**src/sv/ubxfr_pkg.sv**
```systemverilog
`timescale 1ns / 1ps
// Shared types and constants for the UBX frame receiver.
// No dependencies; compile first.
package ubxfr_pkg;

  localparam logic [7:0] SYNC_FIRST  = 8'hB5;
  localparam logic [7:0] SYNC_SECOND = 8'h62;

  // Payload bytes at which a frame is dropped as too long.
  localparam int unsigned PAYLOAD_LIMIT = 1016;
  localparam int unsigned CNT_W         = $clog2(PAYLOAD_LIMIT + 1);

  localparam int unsigned BYTE_W = 8;
  localparam int unsigned IDX_W  = 10;
  localparam int unsigned LEN_W  = 16;

  typedef enum logic [1:0] {
    KIND_PAYLOAD = 2'd0,
    KIND_DONE    = 2'd1,
    KIND_ABORT   = 2'd2
  } kind_e;

  // Control from the frame sequencer to the checksum unit.
  typedef struct packed {
    logic clear;
    logic accumulate;
  } ck_ctrl_t;

endpackage

```
**src/sv/ubxfr_if.sv**
```systemverilog
`timescale 1ns / 1ps
// Valid/ready channel interfaces for received bytes and results.
// Depends on ubxfr_pkg.
interface ubxfr_rx_if import ubxfr_pkg::*; ();
  logic              valid;
  logic              ready;
  logic [BYTE_W-1:0] rx_byte;

  modport source (output valid, output rx_byte, input ready);
  modport sink   (input valid, input rx_byte, output ready);
endinterface

interface ubxfr_res_if import ubxfr_pkg::*; ();
  logic              valid;
  logic              ready;
  logic [1:0]        result_kind;
  logic [BYTE_W-1:0] payload_byte;
  logic [IDX_W-1:0]  byte_index;
  logic [BYTE_W-1:0] msg_cls;
  logic [BYTE_W-1:0] msg_id;
  logic [LEN_W-1:0]  payload_length;
  logic              checksum_ok;

  modport source (output valid, output result_kind, output payload_byte,
                  output byte_index, output msg_cls, output msg_id,
                  output payload_length, output checksum_ok, input ready);
  modport sink   (input valid, input result_kind, input payload_byte,
                  input byte_index, input msg_cls, input msg_id,
                  input payload_length, input checksum_ok, output ready);
endinterface

```
**src/sv/ubxfr_cksum.sv**
```systemverilog
`timescale 1ns / 1ps
// Running 8-bit Fletcher sum (A += byte, B += A) with synchronous clear.
// Depends on ubxfr_pkg.
module ubxfr_cksum import ubxfr_pkg::*; (
  input  logic              clk_i,
  input  logic              rst_ni,
  input  ck_ctrl_t          ctrl_i,
  input  logic [BYTE_W-1:0] data_i,
  output logic [BYTE_W-1:0] sum_a_o,
  output logic [BYTE_W-1:0] sum_b_o
);

  logic [BYTE_W-1:0] sum_a_q, sum_a_d;
  logic [BYTE_W-1:0] sum_b_q, sum_b_d;

  always_comb begin
    sum_a_d = sum_a_q;
    sum_b_d = sum_b_q;
    if (ctrl_i.clear) begin
      sum_a_d = '0;
      sum_b_d = '0;
    end else if (ctrl_i.accumulate) begin
      sum_a_d = sum_a_q + data_i;
      sum_b_d = sum_b_q + sum_a_d;
    end
  end

  always_ff @(posedge clk_i or negedge rst_ni) begin
    if (!rst_ni) begin
      sum_a_q <= '0;
      sum_b_q <= '0;
    end else begin
      sum_a_q <= sum_a_d;
      sum_b_q <= sum_b_d;
    end
  end

  assign sum_a_o = sum_a_q;
  assign sum_b_o = sum_b_q;

endmodule

```
**src/sv/ubx_frame_receiver.sv**
```systemverilog
`timescale 1ns / 1ps
// UBX frame receiver: sync hunt, header capture, payload streaming, checksum.
// Depends on ubxfr_pkg, ubxfr_rx_if, ubxfr_res_if and ubxfr_cksum.
//
//   channel | dir | payload                                   | per request
//   --------+-----+-------------------------------------------+---------------
//   rx_i    | in  | rx_byte                                   | one byte
//   res_o   | out | result_kind, payload_byte, byte_index,    | 0 or 1 result
//           |     | msg_cls, msg_id, payload_length,          | per byte
//           |     | checksum_ok                               |
//
// One byte per cycle sustained while the result register is not stalled.
// A byte is held in the input register; the sequencer and Fletcher adders
// then update state from it and any result goes to the result register.
// rst_ni clears the sequencer to the sync hunt, the sums and all valids.
// A stalled result register freezes the input stage; one more request is
// still taken into the input register while the result waits.
module ubx_frame_receiver import ubxfr_pkg::*; (
  input  logic  clk_i,
  input  logic  rst_ni,
  ubxfr_rx_if.sink    rx_i,
  ubxfr_res_if.source res_o
);

  // Sequencer phase codes
  localparam logic [3:0] PH_HUNT1   = 4'd0;
  localparam logic [3:0] PH_HUNT2   = 4'd1;
  localparam logic [3:0] PH_CLASS   = 4'd2;
  localparam logic [3:0] PH_ID      = 4'd3;
  localparam logic [3:0] PH_LEN1    = 4'd4;
  localparam logic [3:0] PH_LEN2    = 4'd5;
  localparam logic [3:0] PH_PAYLOAD = 4'd6;
  localparam logic [3:0] PH_CKA     = 4'd7;
  localparam logic [3:0] PH_CKB     = 4'd8;

  // ---------------- input register ----------------
  logic              in_vld_q, in_vld_d;
  logic [BYTE_W-1:0] in_byte_q;
  logic              res_vld_q, res_vld_d;
  logic              advance;  // result register can take whatever comes
  logic              take;     // byte in input register is processed now

  assign advance    = !res_vld_q || res_o.ready;
  assign take       = in_vld_q && advance;
  assign rx_i.ready = !in_vld_q || advance;

  always_comb begin
    in_vld_d = in_vld_q;
    if (rx_i.valid && rx_i.ready) begin
      in_vld_d = 1'b1;
    end else if (advance) begin
      in_vld_d = 1'b0;
    end
  end

  always_ff @(posedge clk_i or negedge rst_ni) begin
    if (!rst_ni) begin
      in_vld_q <= 1'b0;
    end else begin
      in_vld_q <= in_vld_d;
    end
  end

  always_ff @(posedge clk_i) begin
    if (rx_i.valid && rx_i.ready) begin
      in_byte_q <= rx_i.rx_byte;
    end
  end

  // ---------------- frame state ----------------
  logic [3:0]        phase_q, phase_d;
  logic [BYTE_W-1:0] held_class_q, held_class_d;
  logic [BYTE_W-1:0] held_id_q, held_id_d;
  logic [LEN_W-1:0]  held_len_q, held_len_d;
  logic [CNT_W-1:0]  count_q, count_d;
  logic [BYTE_W-1:0] ck_a_rx_q, ck_a_rx_d;

  logic [CNT_W-1:0]  count_inc;
  ck_ctrl_t          ck_ctrl;
  logic [BYTE_W-1:0] sum_a, sum_b;

  // Result produced by the byte being processed
  logic              emit;
  kind_e             emit_kind;
  logic [BYTE_W-1:0] emit_byte;
  logic [IDX_W-1:0]  emit_idx;
  logic              emit_ok;

  assign count_inc = count_q + CNT_W'(1);

  ubxfr_cksum u_cksum (
    .clk_i   (clk_i),
    .rst_ni  (rst_ni),
    .ctrl_i  (ck_ctrl),
    .data_i  (in_byte_q),
    .sum_a_o (sum_a),
    .sum_b_o (sum_b)
  );

  always_comb begin
    phase_d      = phase_q;
    held_class_d = held_class_q;
    held_id_d    = held_id_q;
    held_len_d   = held_len_q;
    count_d      = count_q;
    ck_a_rx_d    = ck_a_rx_q;
    ck_ctrl      = '0;
    emit         = 1'b0;
    emit_kind    = KIND_PAYLOAD;
    emit_byte    = '0;
    emit_idx     = '0;
    emit_ok      = 1'b0;

    unique case (phase_q)
      PH_HUNT2: begin
        if (in_byte_q == SYNC_SECOND) begin
          ck_ctrl.clear = 1'b1;
          phase_d       = PH_CLASS;
        end else if (in_byte_q != SYNC_FIRST) begin
          // dropped byte is not rechecked as a first sync byte
          phase_d = PH_HUNT1;
        end
      end
      PH_CLASS: begin
        held_class_d       = in_byte_q;
        ck_ctrl.accumulate = 1'b1;
        phase_d            = PH_ID;
      end
      PH_ID: begin
        held_id_d          = in_byte_q;
        ck_ctrl.accumulate = 1'b1;
        phase_d            = PH_LEN1;
      end
      PH_LEN1: begin
        held_len_d         = {{(LEN_W-BYTE_W){1'b0}}, in_byte_q};
        ck_ctrl.accumulate = 1'b1;
        phase_d            = PH_LEN2;
      end
      PH_LEN2: begin
        held_len_d         = {in_byte_q, held_len_q[BYTE_W-1:0]};
        ck_ctrl.accumulate = 1'b1;
        count_d            = '0;
        // empty payload skips straight to the checksum
        phase_d            = (held_len_d == '0) ? PH_CKA : PH_PAYLOAD;
      end
      PH_PAYLOAD: begin
        ck_ctrl.accumulate = 1'b1;
        count_d            = count_inc;
        emit               = 1'b1;
        if (count_inc >= CNT_W'(PAYLOAD_LIMIT)) begin
          emit_kind = KIND_ABORT;
          phase_d   = PH_HUNT1;
        end else begin
          emit_kind = KIND_PAYLOAD;
          emit_byte = in_byte_q;
          emit_idx  = IDX_W'(count_q);
          if (32'(count_inc) == 32'(held_len_q)) begin
            phase_d = PH_CKA;
          end
        end
      end
      PH_CKA: begin
        ck_a_rx_d = in_byte_q;
        phase_d   = PH_CKB;
      end
      PH_CKB: begin
        emit      = 1'b1;
        emit_kind = KIND_DONE;
        emit_ok   = (ck_a_rx_q == sum_a) && (in_byte_q == sum_b);
        phase_d   = PH_HUNT1;
      end
      default: begin
        // first sync hunt, also covers unused codes
        phase_d = (in_byte_q == SYNC_FIRST) ? PH_HUNT2 : PH_HUNT1;
      end
    endcase

    if (!take) begin
      ck_ctrl = '0;
      emit    = 1'b0;
    end
  end

  always_ff @(posedge clk_i or negedge rst_ni) begin
    if (!rst_ni) begin
      phase_q      <= PH_HUNT1;
      held_class_q <= '0;
      held_id_q    <= '0;
      held_len_q   <= '0;
      count_q      <= '0;
      ck_a_rx_q    <= '0;
    end else if (take) begin
      phase_q      <= phase_d;
      held_class_q <= held_class_d;
      held_id_q    <= held_id_d;
      held_len_q   <= held_len_d;
      count_q      <= count_d;
      ck_a_rx_q    <= ck_a_rx_d;
    end
  end

  // ---------------- result register ----------------
  kind_e             res_kind_q;
  logic [BYTE_W-1:0] res_byte_q;
  logic [IDX_W-1:0]  res_idx_q;
  logic [BYTE_W-1:0] res_class_q;
  logic [BYTE_W-1:0] res_id_q;
  logic [LEN_W-1:0]  res_len_q;
  logic              res_ok_q;

  assign res_vld_d = advance ? emit : res_vld_q;

  always_ff @(posedge clk_i or negedge rst_ni) begin
    if (!rst_ni) begin
      res_vld_q <= 1'b0;
    end else begin
      res_vld_q <= res_vld_d;
    end
  end

  // held fields do not change on a byte that emits, so current values serve
  always_ff @(posedge clk_i) begin
    if (emit) begin
      res_kind_q  <= emit_kind;
      res_byte_q  <= emit_byte;
      res_idx_q   <= emit_idx;
      res_class_q <= held_class_q;
      res_id_q    <= held_id_q;
      res_len_q   <= held_len_q;
      res_ok_q    <= emit_ok;
    end
  end

  assign res_o.valid          = res_vld_q;
  assign res_o.result_kind    = res_kind_q;
  assign res_o.payload_byte   = res_byte_q;
  assign res_o.byte_index     = res_idx_q;
  assign res_o.msg_cls        = res_class_q;
  assign res_o.msg_id         = res_id_q;
  assign res_o.payload_length = res_len_q;
  assign res_o.checksum_ok    = res_ok_q;

  // ---------------- assertions ----------------
  a_phase_legal: assert property (@(posedge clk_i) disable iff (!rst_ni)
    phase_q <= PH_CKB)
    else $error("sequencer phase out of range");

  a_no_empty_payload: assert property (@(posedge clk_i) disable iff (!rst_ni)
    phase_q == PH_PAYLOAD |-> held_len_q != '0)
    else $error("payload phase entered with zero length");

  a_index_below_limit: assert property (@(posedge clk_i) disable iff (!rst_ni)
    res_vld_q && res_kind_q == KIND_PAYLOAD
      |-> 32'(res_idx_q) < 32'(PAYLOAD_LIMIT - 1) && !res_ok_q)
    else $error("payload result with bad index or checksum flag");

  a_result_source: assert property (@(posedge clk_i) disable iff (!rst_ni)
    take && (phase_q == PH_CKB || phase_q == PH_PAYLOAD) |=> res_vld_q)
    else $error("emitting byte produced no result");

endmodule

```
**src/flat_wrapper.sv**
```systemverilog
// flat-port wrapper written by rule: the top's interface ports become plain ports
module ubx_frame_receiver_flat import ubxfr_pkg::*;
  (clk_i, rst_ni, rx_i_valid, rx_i_rx_byte, rx_i_ready, res_o_valid, res_o_result_kind, res_o_payload_byte, res_o_byte_index, res_o_msg_cls, res_o_msg_id, res_o_payload_length, res_o_checksum_ok, res_o_ready);
  ubxfr_rx_if rx_i_i ();
  ubxfr_res_if res_o_i ();
  input  logic clk_i;
  input  logic rst_ni;
  input wire logic [$bits(rx_i_i.valid)-1:0] rx_i_valid;
  input wire logic [$bits(rx_i_i.rx_byte)-1:0] rx_i_rx_byte;
  output wire logic [$bits(rx_i_i.ready)-1:0] rx_i_ready;
  output wire logic [$bits(res_o_i.valid)-1:0] res_o_valid;
  output wire logic [$bits(res_o_i.result_kind)-1:0] res_o_result_kind;
  output wire logic [$bits(res_o_i.payload_byte)-1:0] res_o_payload_byte;
  output wire logic [$bits(res_o_i.byte_index)-1:0] res_o_byte_index;
  output wire logic [$bits(res_o_i.msg_cls)-1:0] res_o_msg_cls;
  output wire logic [$bits(res_o_i.msg_id)-1:0] res_o_msg_id;
  output wire logic [$bits(res_o_i.payload_length)-1:0] res_o_payload_length;
  output wire logic [$bits(res_o_i.checksum_ok)-1:0] res_o_checksum_ok;
  input wire logic [$bits(res_o_i.ready)-1:0] res_o_ready;
  assign rx_i_i.valid = rx_i_valid;
  assign rx_i_i.rx_byte = rx_i_rx_byte;
  assign rx_i_ready = rx_i_i.ready;
  assign res_o_valid = res_o_i.valid;
  assign res_o_result_kind = res_o_i.result_kind;
  assign res_o_payload_byte = res_o_i.payload_byte;
  assign res_o_byte_index = res_o_i.byte_index;
  assign res_o_msg_cls = res_o_i.msg_cls;
  assign res_o_msg_id = res_o_i.msg_id;
  assign res_o_payload_length = res_o_i.payload_length;
  assign res_o_checksum_ok = res_o_i.checksum_ok;
  assign res_o_i.ready = res_o_ready;
  ubx_frame_receiver u_core (.clk_i(clk_i), .rst_ni(rst_ni), .rx_i(rx_i_i), .res_o(res_o_i));
endmodule
```
**config.mk**
```make
export PLATFORM = sky130hd
export DESIGN_NAME = ubx_frame_receiver_flat
export DESIGN_NICKNAME = d
export VERILOG_FILES = /design/src/sv/ubxfr_pkg.sv /design/src/sv/ubxfr_if.sv /design/src/sv/ubxfr_cksum.sv /design/src/sv/ubx_frame_receiver.sv /design/src/flat_wrapper.sv
export SDC_FILE = /design/constraint.sdc
export NUM_CORES = 1
export LEC_CHECK = 0
export ABC_AREA = 1
export BUFFER_PORTS_ARGS = -buffer_cell sky130_fd_sc_hd__buf_4
export CORE_MARGIN = 2
export CORE_UTILIZATION = 53
export DETAILED_ROUTE_END_ITERATION = 8
export PLACE_DENSITY = 0.73
export REMOVE_ABC_BUFFERS = 1
export SYNTH_ARGS = -nofsm -noshare
export SYNTH_HDL_FRONTEND = slang
export SYNTH_SLANG_ARGS = --single-unit
```
**constraint.sdc**
```tcl
create_clock -name clk_i -period 3.7 [get_ports clk_i]
set_clock_uncertainty 0.1 [all_clocks]
set_input_delay 0.185 -clock clk_i [delete_from_list [all_inputs] [get_ports clk_i]]
set_output_delay 0.185 -clock clk_i [all_outputs]
set_load 0.1 [all_outputs]
```
# --- Word-level counts from Yosys, hierarchy flattened ---
# Cells that the tools add are included.
classes:
  n_addsub: 3
  multipliers: 0
  n_div: 0
  magnitude_cmp: 1
  eq_ne: 16
  shifts: 0
  muxes: 23
  bitwise: 2
  reduce_logical: 22
op_table:
  columns: ["cell", "n"]
  rows:
  - ["8-bit two-way mux", 4]
  - ["16-bit case mux with 2 select lines", 1]
  - ["4-bit case mux with 8 select lines", 1]
  - ["10-bit case mux with 2 select lines", 1]
  - ["8-bit adder", 2]
  - ["10-bit by 16-bit equality test with 1-bit output", 1]
  - ["4-bit by 3-bit equality test with 1-bit output (second input constant)", 4]
  - ["8-bit equality test", 2]
  - ["16-bit zero test", 1]
  - ["4-bit two-way mux", 4]
  - ["10-bit by 1-bit adder with 10-bit output (second input constant)", 1]
  - ["10-bit >= comparator (second input constant)", 1]
  - ["2-bit AND reduction", 5]
  - ["1-bit two-way mux", 9]
  - ["4-bit by 2-bit equality test with 1-bit output (second input constant)", 2]
  - ["8-bit by 7-bit equality test with 1-bit output (second input constant)", 1]
  - ["8-bit equality test (second input constant)", 1]
  - ["8-bit != test (second input constant)", 1]
  - ["2-bit nonzero test", 4]
  - ["3-bit by 1-bit != test with 1-bit output (second input constant)", 2]
  - ["3-bit AND reduction", 2]
  - ["5-bit OR reduction", 1]
  - ["4-bit by 1-bit equality test with 1-bit output (second input constant)", 1]
  - ["4-bit equality test (second input constant)", 1]
  - ["other kinds (7)", 14]
word_totals:
  regBits: 133
  latch_bits: 0
  mem_bits_rw: 0
  rom_bits: 0
  input_bits: 12
  wordCells: 86
  mem_count: 0

# --- Longest topological paths before layout ---
# Gate-level depths: netlist (run 1).
depth:
  depth_word: 6
  ltp_mapped: 15
  mapped_depth_nobuf: 15

# --- Cells and area by module ---
# From an unflattened synthesis (run 1), not the netlist that was laid out.
hier_totals:
  cells_unflattened: 630
  hier_area_um2: 6104.6
by_module_without_submodules:
  columns: ["module", "n_inst", "cells_per_inst", "area_each_um2"]
  rows:
  - ["ubx_frame_receiver", 1, 479, 4869.7]
  - ["ubxfr_cksum", 1, 151, 1234.9]

# --- Worst setup path before layout (run 1) ---
# Ideal clock, no wire load.
synth_timing:
  kind: "register -> register"
  from: "register u_core.res_vld_q (netlist: u_core.res_o.valid)"
  to: "register u_core.res_idx_q[0] (netlist: u_core.res_o.byte_index[0]) (enable)"
  setup_time_ns: 0.407
  t_arrival_ns: 2.327
  required_time_ns: 3.193
  slack_ns: 0.866
  path_stages_with_launch: 6
  period_less_slack_ns: 2.834
  path_cell_list: "dfrtp_1 inv_1 o21ai_4 inv_2 o21ai_0 inv_1"
synth_via:
  elab_chain_cells: 4
synth_lines:
  columns: ["item", "line", "rtl"]
  rows:
  - ["from (decl)", "ubx_frame_receiver.sv:39", "logic res_vld_q, res_vld_d;"]
  - ["from (signal assigned)", "ubx_frame_receiver.sv:217", "res_vld_q <= res_vld_d;"]
  - ["1-bit zero test", "ubx_frame_receiver.sv:43", "assign advance = !res_vld_q || res_o.ready;"]
  - ["1-bit logical OR", "ubx_frame_receiver.sv:43", null]
  - ["1-bit logical AND", "ubx_frame_receiver.sv:44", "assign take = in_vld_q && advance;"]
  - ["1-bit two-way mux", "ubx_frame_receiver.sv:178", "if (!take) begin"]
  - ["named net u_core.emit", "ubx_frame_receiver.sv:83", "logic emit;"]
  - ["to (signal assigned)", "ubx_frame_receiver.sv:226", "res_idx_q <= emit_idx;"]
  - ["to (decl)", "ubx_frame_receiver.sv:205", "logic [IDX_W-1:0] res_idx_q;"]
# The timed path passes the listed nets, and every way through them passes these cells.
# A chain may end at the register's enable or synchronous reset.

# --- Worst setup path after layout (run 1) ---
layout_timing:
  from: "register u_core.in_byte_q[0]"
  to: "register u_core.u_cksum.sum_b_q[7] (netlist: u_core.u_cksum.sum_b_o[7])"
layout_via:
  elab_chain_cells: 5
  elab_cells_between_ends: 9
layout_lines:
  columns: ["item", "line", "rtl"]
  rows:
  - ["from (decl)", "ubx_frame_receiver.sv:38", "logic [BYTE_W-1:0] in_byte_q;"]
  - ["from (signal assigned)", "ubx_frame_receiver.sv:66", "in_byte_q <= rx_i.rx_byte;"]
  - ["parallel branches: the longest is 5 deep, another holds 8-bit adder", null, null]
  - ["to (signal assigned)", "ubxfr_cksum.sv:34", "sum_b_q <= sum_b_d;"]
  - ["to (decl)", "ubxfr_cksum.sv:14", "logic [BYTE_W-1:0] sum_b_q, sum_b_d;"]
# Several ways; the timed one is not identified. The select of a mux whose other input is x is not followed.

==> results of run 1 <==
==> worst max-delay path: cells and delay by family, from the launching register on <==
family,cells,cell delay (ps)
adder cells (fa/ha/maj),3,940
XOR/XNOR,1,160
AO/OA/AOI/OAI,5,600
flip-flops,1,420
AND/OR/NAND/NOR,6,420
==> worst max path at each step <==
stage	start	end	slack [ps]	cells after the start
after floorplan	u_core.res_o.valid	u_core.res_o.byte_index[0]	870	5
after global placement	u_core.in_byte_q[0]	u_core.u_cksum.sum_b_o[7]	980	15
after detailed placement	u_core.in_byte_q[0]	u_core.u_cksum.sum_b_o[7]	950	15
after CTS	u_core.in_byte_q[0]	u_core.u_cksum.sum_b_o[7]	940	15
after global routing	u_core.in_byte_q[0]	u_core.u_cksum.sum_b_o[7]	720	15
final	u_core.in_byte_q[0]	u_core.u_cksum.sum_b_o[7]	950	15
==> sequential cells by signal, summed over array words and instances (netlist names), 2 cells and up <==
register / cells
u_core.u_cksum.sum_b_o: 8
u_core.res_o.byte_index: 10
u_core.held_id_q: 8
u_core.u_cksum.sum_a_o: 8
u_core.count_q: 10
u_core.phase_q: 4
u_core.held_len_q: 16
u_core.in_byte_q: 8
u_core.res_o.msg_id: 8
u_core.held_class_q: 8
u_core.res_o.msg_cls: 8
u_core.ck_a_rx_q: 8
u_core.res_o.payload_byte: 8
u_core.res_o.result_kind: 2
u_core.res_o.payload_length: 16
==> cells by family (layout without fill, tap and decap cells) <==
kind of cell    after synthesis  in the layout
simple gates                255            255
xor+xnor                     13             13
fa+ha+maj                    18             18
buf+inv                      86            187
flops                       133            133
compound gates               98             98
==> cells in the final DEF, fill, tap and decap left out, types with 3 or more instances in the layout <==
master and count:
ha_1 16, o22ai_1 20, nand3b_1 4, o21ai_1 7
xnor2_1 5, inv_6 7, edfxtp_1 61, clkbuf_16 17
a221oi_1 3, inv_2 11, nand3_1 36, nand4_1 14
inv_1 63, a21oi_1 19, nor2_1 44, o21ai_0 39
buf_4 67, nand2_1 136, nor4_1 6, bufinv_16 3
nor3_1 3, dfrtp_1 72, nand2_2 5, xor2_1 8
dlygate4sd3_1 12
==> final cells by class <==
| class | instances | area (µm²) |
|---|---|---|
| clock buffer | 18 | 439.2 |
| sequential | 133 | 3633 |
| fill | 871 | 3551 |
| tap | 140 | 175.2 |
| timing repair buffer | 79 | 623.1 |
| inverter | 76 | 285.3 |
| multi-input combinational | 384 | 2042 |
| clock inverter | 14 | 186.4 |
==> routing by layer <==
layer  share of wire  GRT usage  vias up
met5               0          0        -
met1            0.45     0.3492     2233
met3           0.065    0.06641       24
met4           0.019    0.08917        0
li1                -          -     2227
met2            0.47     0.3845      177
==> through the flow <==
stage	util	instances	power, mW	instance area [µm²]
2_1_floorplan	-	593	1.678	5961
3_3_place_gp	0.6071	800	1.733	6639
5_1_grt	0.6753	844	3.614	7385
6_report	0.6753	844	3.502	7385
4_1_cts	0.6753	844	3.527	7385
3_5_place_dp	0.6071	800	1.737	6639
==> power groups by stage <==
stage	logic (mW)	registers [mW]	clock network (mW)
after floorplan	0.0949	1.58	0
after global placement	0.144	1.59	0
after detailed placement	0.148	1.59	0
after CTS	0.158	1.56	1.81
after global routing	0.179	1.56	1.88
final	0.158	1.56	1.78
==> timing repair <==
action                     in CTS  in global routing
hold buffers                   12                  0
hold endpoints to repair       82                  0
setup endpoints to repair       0                  0
==> impl_metrics.csv, run 1 <==
group,metric,value,unit
layout,area_growth,22.80,%
layout,n_antenna_cell,0,
clock_tree,h-tree-depth,4,
sta,finalSetupViolations,0,
sta,finalHoldViolations,0,
synth,synth-async-reset-ratio,0.5414,
synth,synth_top_area_cell,"edfxtp_1",
synth,avgSynthCellArea,9.972,µm²
synth,synth_top_cell_area_share,0.3046,
floorplanning,fp.dieH,110.5,µm
setup_path,cp_common_cell,"nand2_1",
setup_path,cp-start-kind,"flop",
setup_path,rr_startpoint,"u_core.in_byte_q[0]",
clock_tree,ctsResizeCount,0,
drt,drtIter0Drc,384,
pwr,p_int,2.705,mW
clock_tree,clock_path_buffers,2,
setup_path,cp_cell_sequence,"ha_1, fa_1, nand3_1, nand2_1, nand2_1, nand2_1, a21oi_1, xnor2_1, ha_1, a21oi_1, o21ai_0, a21oi_1, nand2_1, nand2_1, o21ai_1",
synth,yosysWarnings,0,
clock_tree,cts.sinks,133,
drt,wirelength,14.61,mm
synth,synthTopCellsByArea,"edfxtp_1, dfrtp_1, nand2_1, inv_1, ha_1",
sta,fin_crit_sh,0.7431,
sta,maxSlewViolCount,0,
pwr,total_leakage_power,3.482,nW
synth,yosys-mux-area-fraction,0,
sta,maxClockFrequency,0.3637,GHz
floorplanning,dieArea,12210,µm²
worst_hold_path,worstHoldStart,"u_core.held_id_q[7]",
grt,grt_max_degree,73,
synth,yosysUniqueCellTypes,39,
pwr,p_comb_frac,0.045,
sta,slew-limit-headroom,0.3691,
clock_tree,clock_latency,430,ps
clock_tree,cts-root-buf,"clkbuf_16",
synth,synth_top_family_by_area,"simple AND/OR/NAND/NOR gates",
clock_tree,cts.clk_slew.worst_paths,60,ps
grt,grt.total_usage,0.2510,
setup_path,cpMaxStageDelayCell,"edfxtp_1",
synth,ys_seq_area_frac,0.6042,
pwr,swShare,0.2277,
sta,fin_ws,950.6,ps
pwr,power_frac_clock,0.509,
setup_path,end_kind,"flop",
synth,synth.most_common_cell,"nand2_1",
worst_hold_path,min_to,"u_core.res_o.msg_id[7]",
run_status,status,"completed",
floorplanning,die_w,110.5,µm
sta,whs,344.8,ps
pwr,p_switching,797.2,µW
synth,synth-seq-cells,133,
place,place.gp.congestion,0.9170,
clock_tree,cts_buffers,17,
run,max_cap_viol_count,0,
sta,rsz0062_at_grt,"false",
worst_hold_path,hold_depth,0,
setup_path,cp_data_required_time,3910,ps
sta,fin_crit,2749,ps
floorplanning,pin_count,67,
sta,tightest_slew,946.4,ps
setup_path,critical_path_arrival,2960,ps
drt,vias,4661,
grt,grt_pass1_vias,4572,
pwr,power.density,474.2,nW/µm²
clock_tree,cts_tree,"yes",
floorplanning,rows,38,
synth,synthCells,603,
pwr,seq_power_share,0.446,
drt,drtPass1Iterations,8,
layout,drive_gt1_frac,0.1747,
synth,ys.flop_type,"dfrtp_1",
synth,ys_top_cells_by_count,"nand2_1, dfrtp_1, inv_1",
synth,synth_edf_count,61,
floorplanning,core,10940,µm²
place,hpwl,9.872,mm
setup_path,ff2ff_setup_slack,950,ps
synth,synth_compound_area_frac,0.09426,
grt,grt_pass1_wl,23.81,mm
setup_path,r2r_cells,15,
synth,yosys.area_share.simple,0.1864,
place,numPortBuffers,66,
synth,synth_area,6013,µm²
synth,synth_xor_xnor_area_share,0.01893,
setup_path,crit_path_max_incr_delay,420,ps
drt,via_per_inst,5.523,
drt,routedWlPerCell,17.32,µm
grt,antenna_found_initial,0,
setup_path,path_class,"flop to flop",
clock_tree,cts_setup_buffers,0,
setup_path,r2r_end,"u_core.u_cksum.sum_b_o[7]",
synth,synth_fa_ha_area_frac,0.03995,
pwr,peakVddDrop,0.0003415,V
place,dpl_worst_slack,950.8,ps
grt,overflow,0,
layout,nets,721,
sta,tns,0,ps
drt,post-route-drc-count,0,
worst_hold_path,hold_path_class,"flop to flop",
drt,antenna_left,0,
floorplanning,start_util,0.5499,
setup_path,crit_fanout,3,
(Power assumes the default switching activity.)
==> inputs of run 2 (changes only) <==
ABC_AREA = 0   (was 1)
clock period = 2.8 ns   (was 3.7 ns; I/O delays follow)
==> run 2 against run 1 <==
The run now ends with setup timing left. Worst hold slack got worse by 73 ps. Sequential cell count did not move. Non-clock buffer count rose by 53. Die area rose by 3.9%. Combinational power rose to 4.3 times the previous value. Global-route usage fell by 0.54 points. Largest power group unchanged. Via count fell by 1.8%. Highest routed layer unchanged.
==> impl_metrics.csv, run 2 <==
group,metric,value,unit
run_status,status,"complete, but fails checks",
run_status,violations,"setup timing",
drt,wirelength,14.95,mm
clock_tree,cts-root-buf,"clkbuf_16",
clock_tree,cts.clk_slew.worst_paths,60,ps
layout,design_area,8059,µm²
setup_path,end_kind,"flop",
floorplanning,core,11470,µm²
drt,routedWlPerCell,18.97,µm
clock_tree,clock_latency,420,ps
pwr,total_leakage_power,3.852,nW
grt,grt_pass1_vias,4457,
setup_path,cp_common_cell,"ha_2",
floorplanning,dieArea,12700,µm²
clock_tree,cts_buffers,17,
setup_path,cp_data_required_time,3010,ps
sta,tns,-583.6,ps
synth,ys_seq_area_frac,0.5805,
clock_tree,cts_tree,"yes",
synth,synthCells,511,
drt,drtIter0Drc,455,
synth,synth_area,6260,µm²
setup_path,cp_top_family,"compound AO/OA/AOI/OAI gates",
floorplanning,fp.dieH,112.7,µm
setup_path,crit_buf_inv,0,
sta,maxSlewViolCount,0,
synth,ys.flop_type,"dfrtp_1",
run,max_cap_viol_count,0,
sta,fin_crit_sh,1.184,
setup_path,crit_fanout,3,
drt,wl_met2,7.149,mm
layout,n_antenna_cell,0,
sta,finalHoldViolations,0,
drt,post-route-drc-count,0,
layout,fill_cells,783,
grt,grt_max_degree,73,
floorplanning,die_w,112.7,µm
layout,final_cells,788,
clock_tree,cts.sinks,133,
drt,antenna_left,0,
sta,rsz0062_at_grt,"true",
setup_path,cp-start-kind,"flop",
place,hpwl,9.853,mm
drt,vias,4579,
drt,met1Wirelength,6.667,mm
layout,drive_gt1_frac,0.3240,
pwr,power.density,647.5,nW/µm²
setup_path,critical_path_arrival,3520,ps
sta,whs,271.7,ps
place,dpl_cell_area,7148,µm²
setup_path,cp_cell_sequence,"ha_2, fa_2, a21o_1, a21oi_2, o21bai_1, a21oi_1, xnor2_1, ha_2, nor3_2, o21a_1, or4_4, and2_4, a221o_1",
synth,ys_top_cells_by_count,"dfrtp_1, edfxtp_1, nand2_1",
synth,synth_edf_count,61,
place,place.gp.congestion,0.8955,
place,numPortBuffers,66,
floorplanning,start_util,0.5459,
grt,antenna_found_initial,0,
grt,grt.total_usage,0.2456,
drt,highest_layer,"met4",
drt,drtPass1Iterations,5,
layout,area_growth,28.74,%
setup_path,crit_path_max_incr_delay,480,ps
synth,synthTopCellsByArea,"edfxtp_1, dfrtp_1, mux2_2, ha_1, xor2_1",
layout,nets,662,
synth,synth_top_cell_area_share,0.2926,
synth,synth-async-reset-ratio,0.5414,
worst_hold_path,hold_path_class,"input pin to async pin",
place,dpl_worst_slack,-630.5,ps
synth,synth.most_common_cell,"dfrtp_1",
drt,via_per_inst,5.811,
grt,overflow,0,
synth,avgSynthCellArea,12.25,µm²
sta,slew-limit-headroom,0.3664,
floorplanning,pin_count,67,
place,place_inst,735,
synth,synth_top_area_cell,"edfxtp_1",
pwr,peakVddDrop,0.0004596,V
drt,met3WireLength,922,µm
layout,mostFrequentLayoutCells,"buf_4, dfrtp_1, edfxtp_1, nand2_1, mux2_2",
synth,yosysWarnings,0,
sta,tightest_slew,950.4,ps
sta,fin_crit,3315,ps
clock_tree,clock_path_buffers,2,
sta,fin_ws,-515.2,ps
clock_tree,h-tree-depth,4,
synth,synth-seq-cells,133,
grt,grt_pass1_wl,23.83,mm
synth,yosysUniqueCellTypes,61,
sta,finalSetupViolations,3,
sta,maxClockFrequency,0.3016,GHz
floorplanning,rows,39,
layout,final_common_cell,"buf_4",
setup_path,path_class,"flop to flop",
setup_path,cpMaxStageDelayCell,"or4_4",
## run 2: cell types whose count changed after synthesis, sizes merged, moves of 20 or more
cell | before | now
mux2 | 0 | 33
nand3 | 36 | 16
nand2 | 141 | 37
o21ai | 47 | 21
inv | 74 | 9
and3 | 0 | 23
nor2 | 48 | 22
## run 2: final timing paths
kind	startpoint	endpoint	slack [ps]	depth (start not counted)
max reg2reg	u_core.in_byte_q[0]	u_core.u_cksum.sum_b_o[7]	-520	13
min	rst_ni	u_core.u_cksum.sum_b_o[4]	270	2
min reg2reg	u_core.held_id_q[6]	u_core.res_o.msg_id[6]	340	0
min in group clk_i	u_core.held_id_q[6]	u_core.res_o.msg_id[6]	340	0
max in group asynchronous	rst_ni	u_core.held_class_q[6]	1670	2
max	u_core.in_byte_q[0]	u_core.u_cksum.sum_b_o[7]	-520	13
## run 2: logic make-up after synthesis
group | Yosys count | share of synthesized area
and+or+nand+nor | 156 | 0.1361
xor gates and xnor gates | 35 | 0.04897
AOI/OAI and AO/OA | 97 | 0.1087
adders and majority gates | 18 | 0.03838
buffers and inverters | 39 | 0.02798
DFF | 133 | 0.5805
muxes | 33 | 0.05936
## run 2: stage by stage
step | util | power [mW]
2_1_floorplan | - | 2.528
3_3_place_gp | 0.6234 | 2.760
3_5_place_dp | 0.6234 | 2.769
4_1_cts | 0.6960 | 5.189
5_1_grt | 0.7028 | 5.396
6_report | 0.7028 | 5.219
## run 2: worst reg2reg max path: stages, from the launching register on
cell      delay [ps]
edfxtp_1         420
ha_2             230
fa_2             380
a21o_1           190
a21oi_2          150
o21bai_1          90
a21oi_1          160
xnor2_1          170
ha_2             240
nor3_2            50
o21a_1           120
or4_4            480
and2_4           150
a221o_1          280
## run 2: layer usage
layer	global-route usage	vias to the layer above
met2	0.3768	177
met4	0.08455	0
met1	0.3509	2255
li1	-	2127
met5	0	-
met3	0.05238	20
## run 2: layout make-up
| cell class | instances | area, µm² | share of cell area |
|---|---|---|---|
| multi-input cells | 339 | 2549 | 0.3163 |
| flip-flops and latches | 133 | 3633 | 0.4509 |
| well taps | 143 | 178.9 | 0.02220 |
| inverters | 9 | 33.78 | 0.004192 |
| repair buffers | 132 | 1037 | 0.1287 |
| clock buffers | 18 | 429.2 | 0.05325 |
| clock inverters | 14 | 197.7 | 0.02453 |
## run 2: power breakdown
group | internal, mW | switching [mW]
clock network | 1.50 | 0.866
logic | 0.356 | 0.321
registers | 2.09 | 0.0829
total | 3.95 | 1.27
## run 2: what timing repair did
item,CTS,global route
hold buffers,12,0
resized for setup,8,9
endpoints found under the setup margin,2,4
buffers inserted,7,3
hold endpoints to repair,82,0
pin swaps,13,7
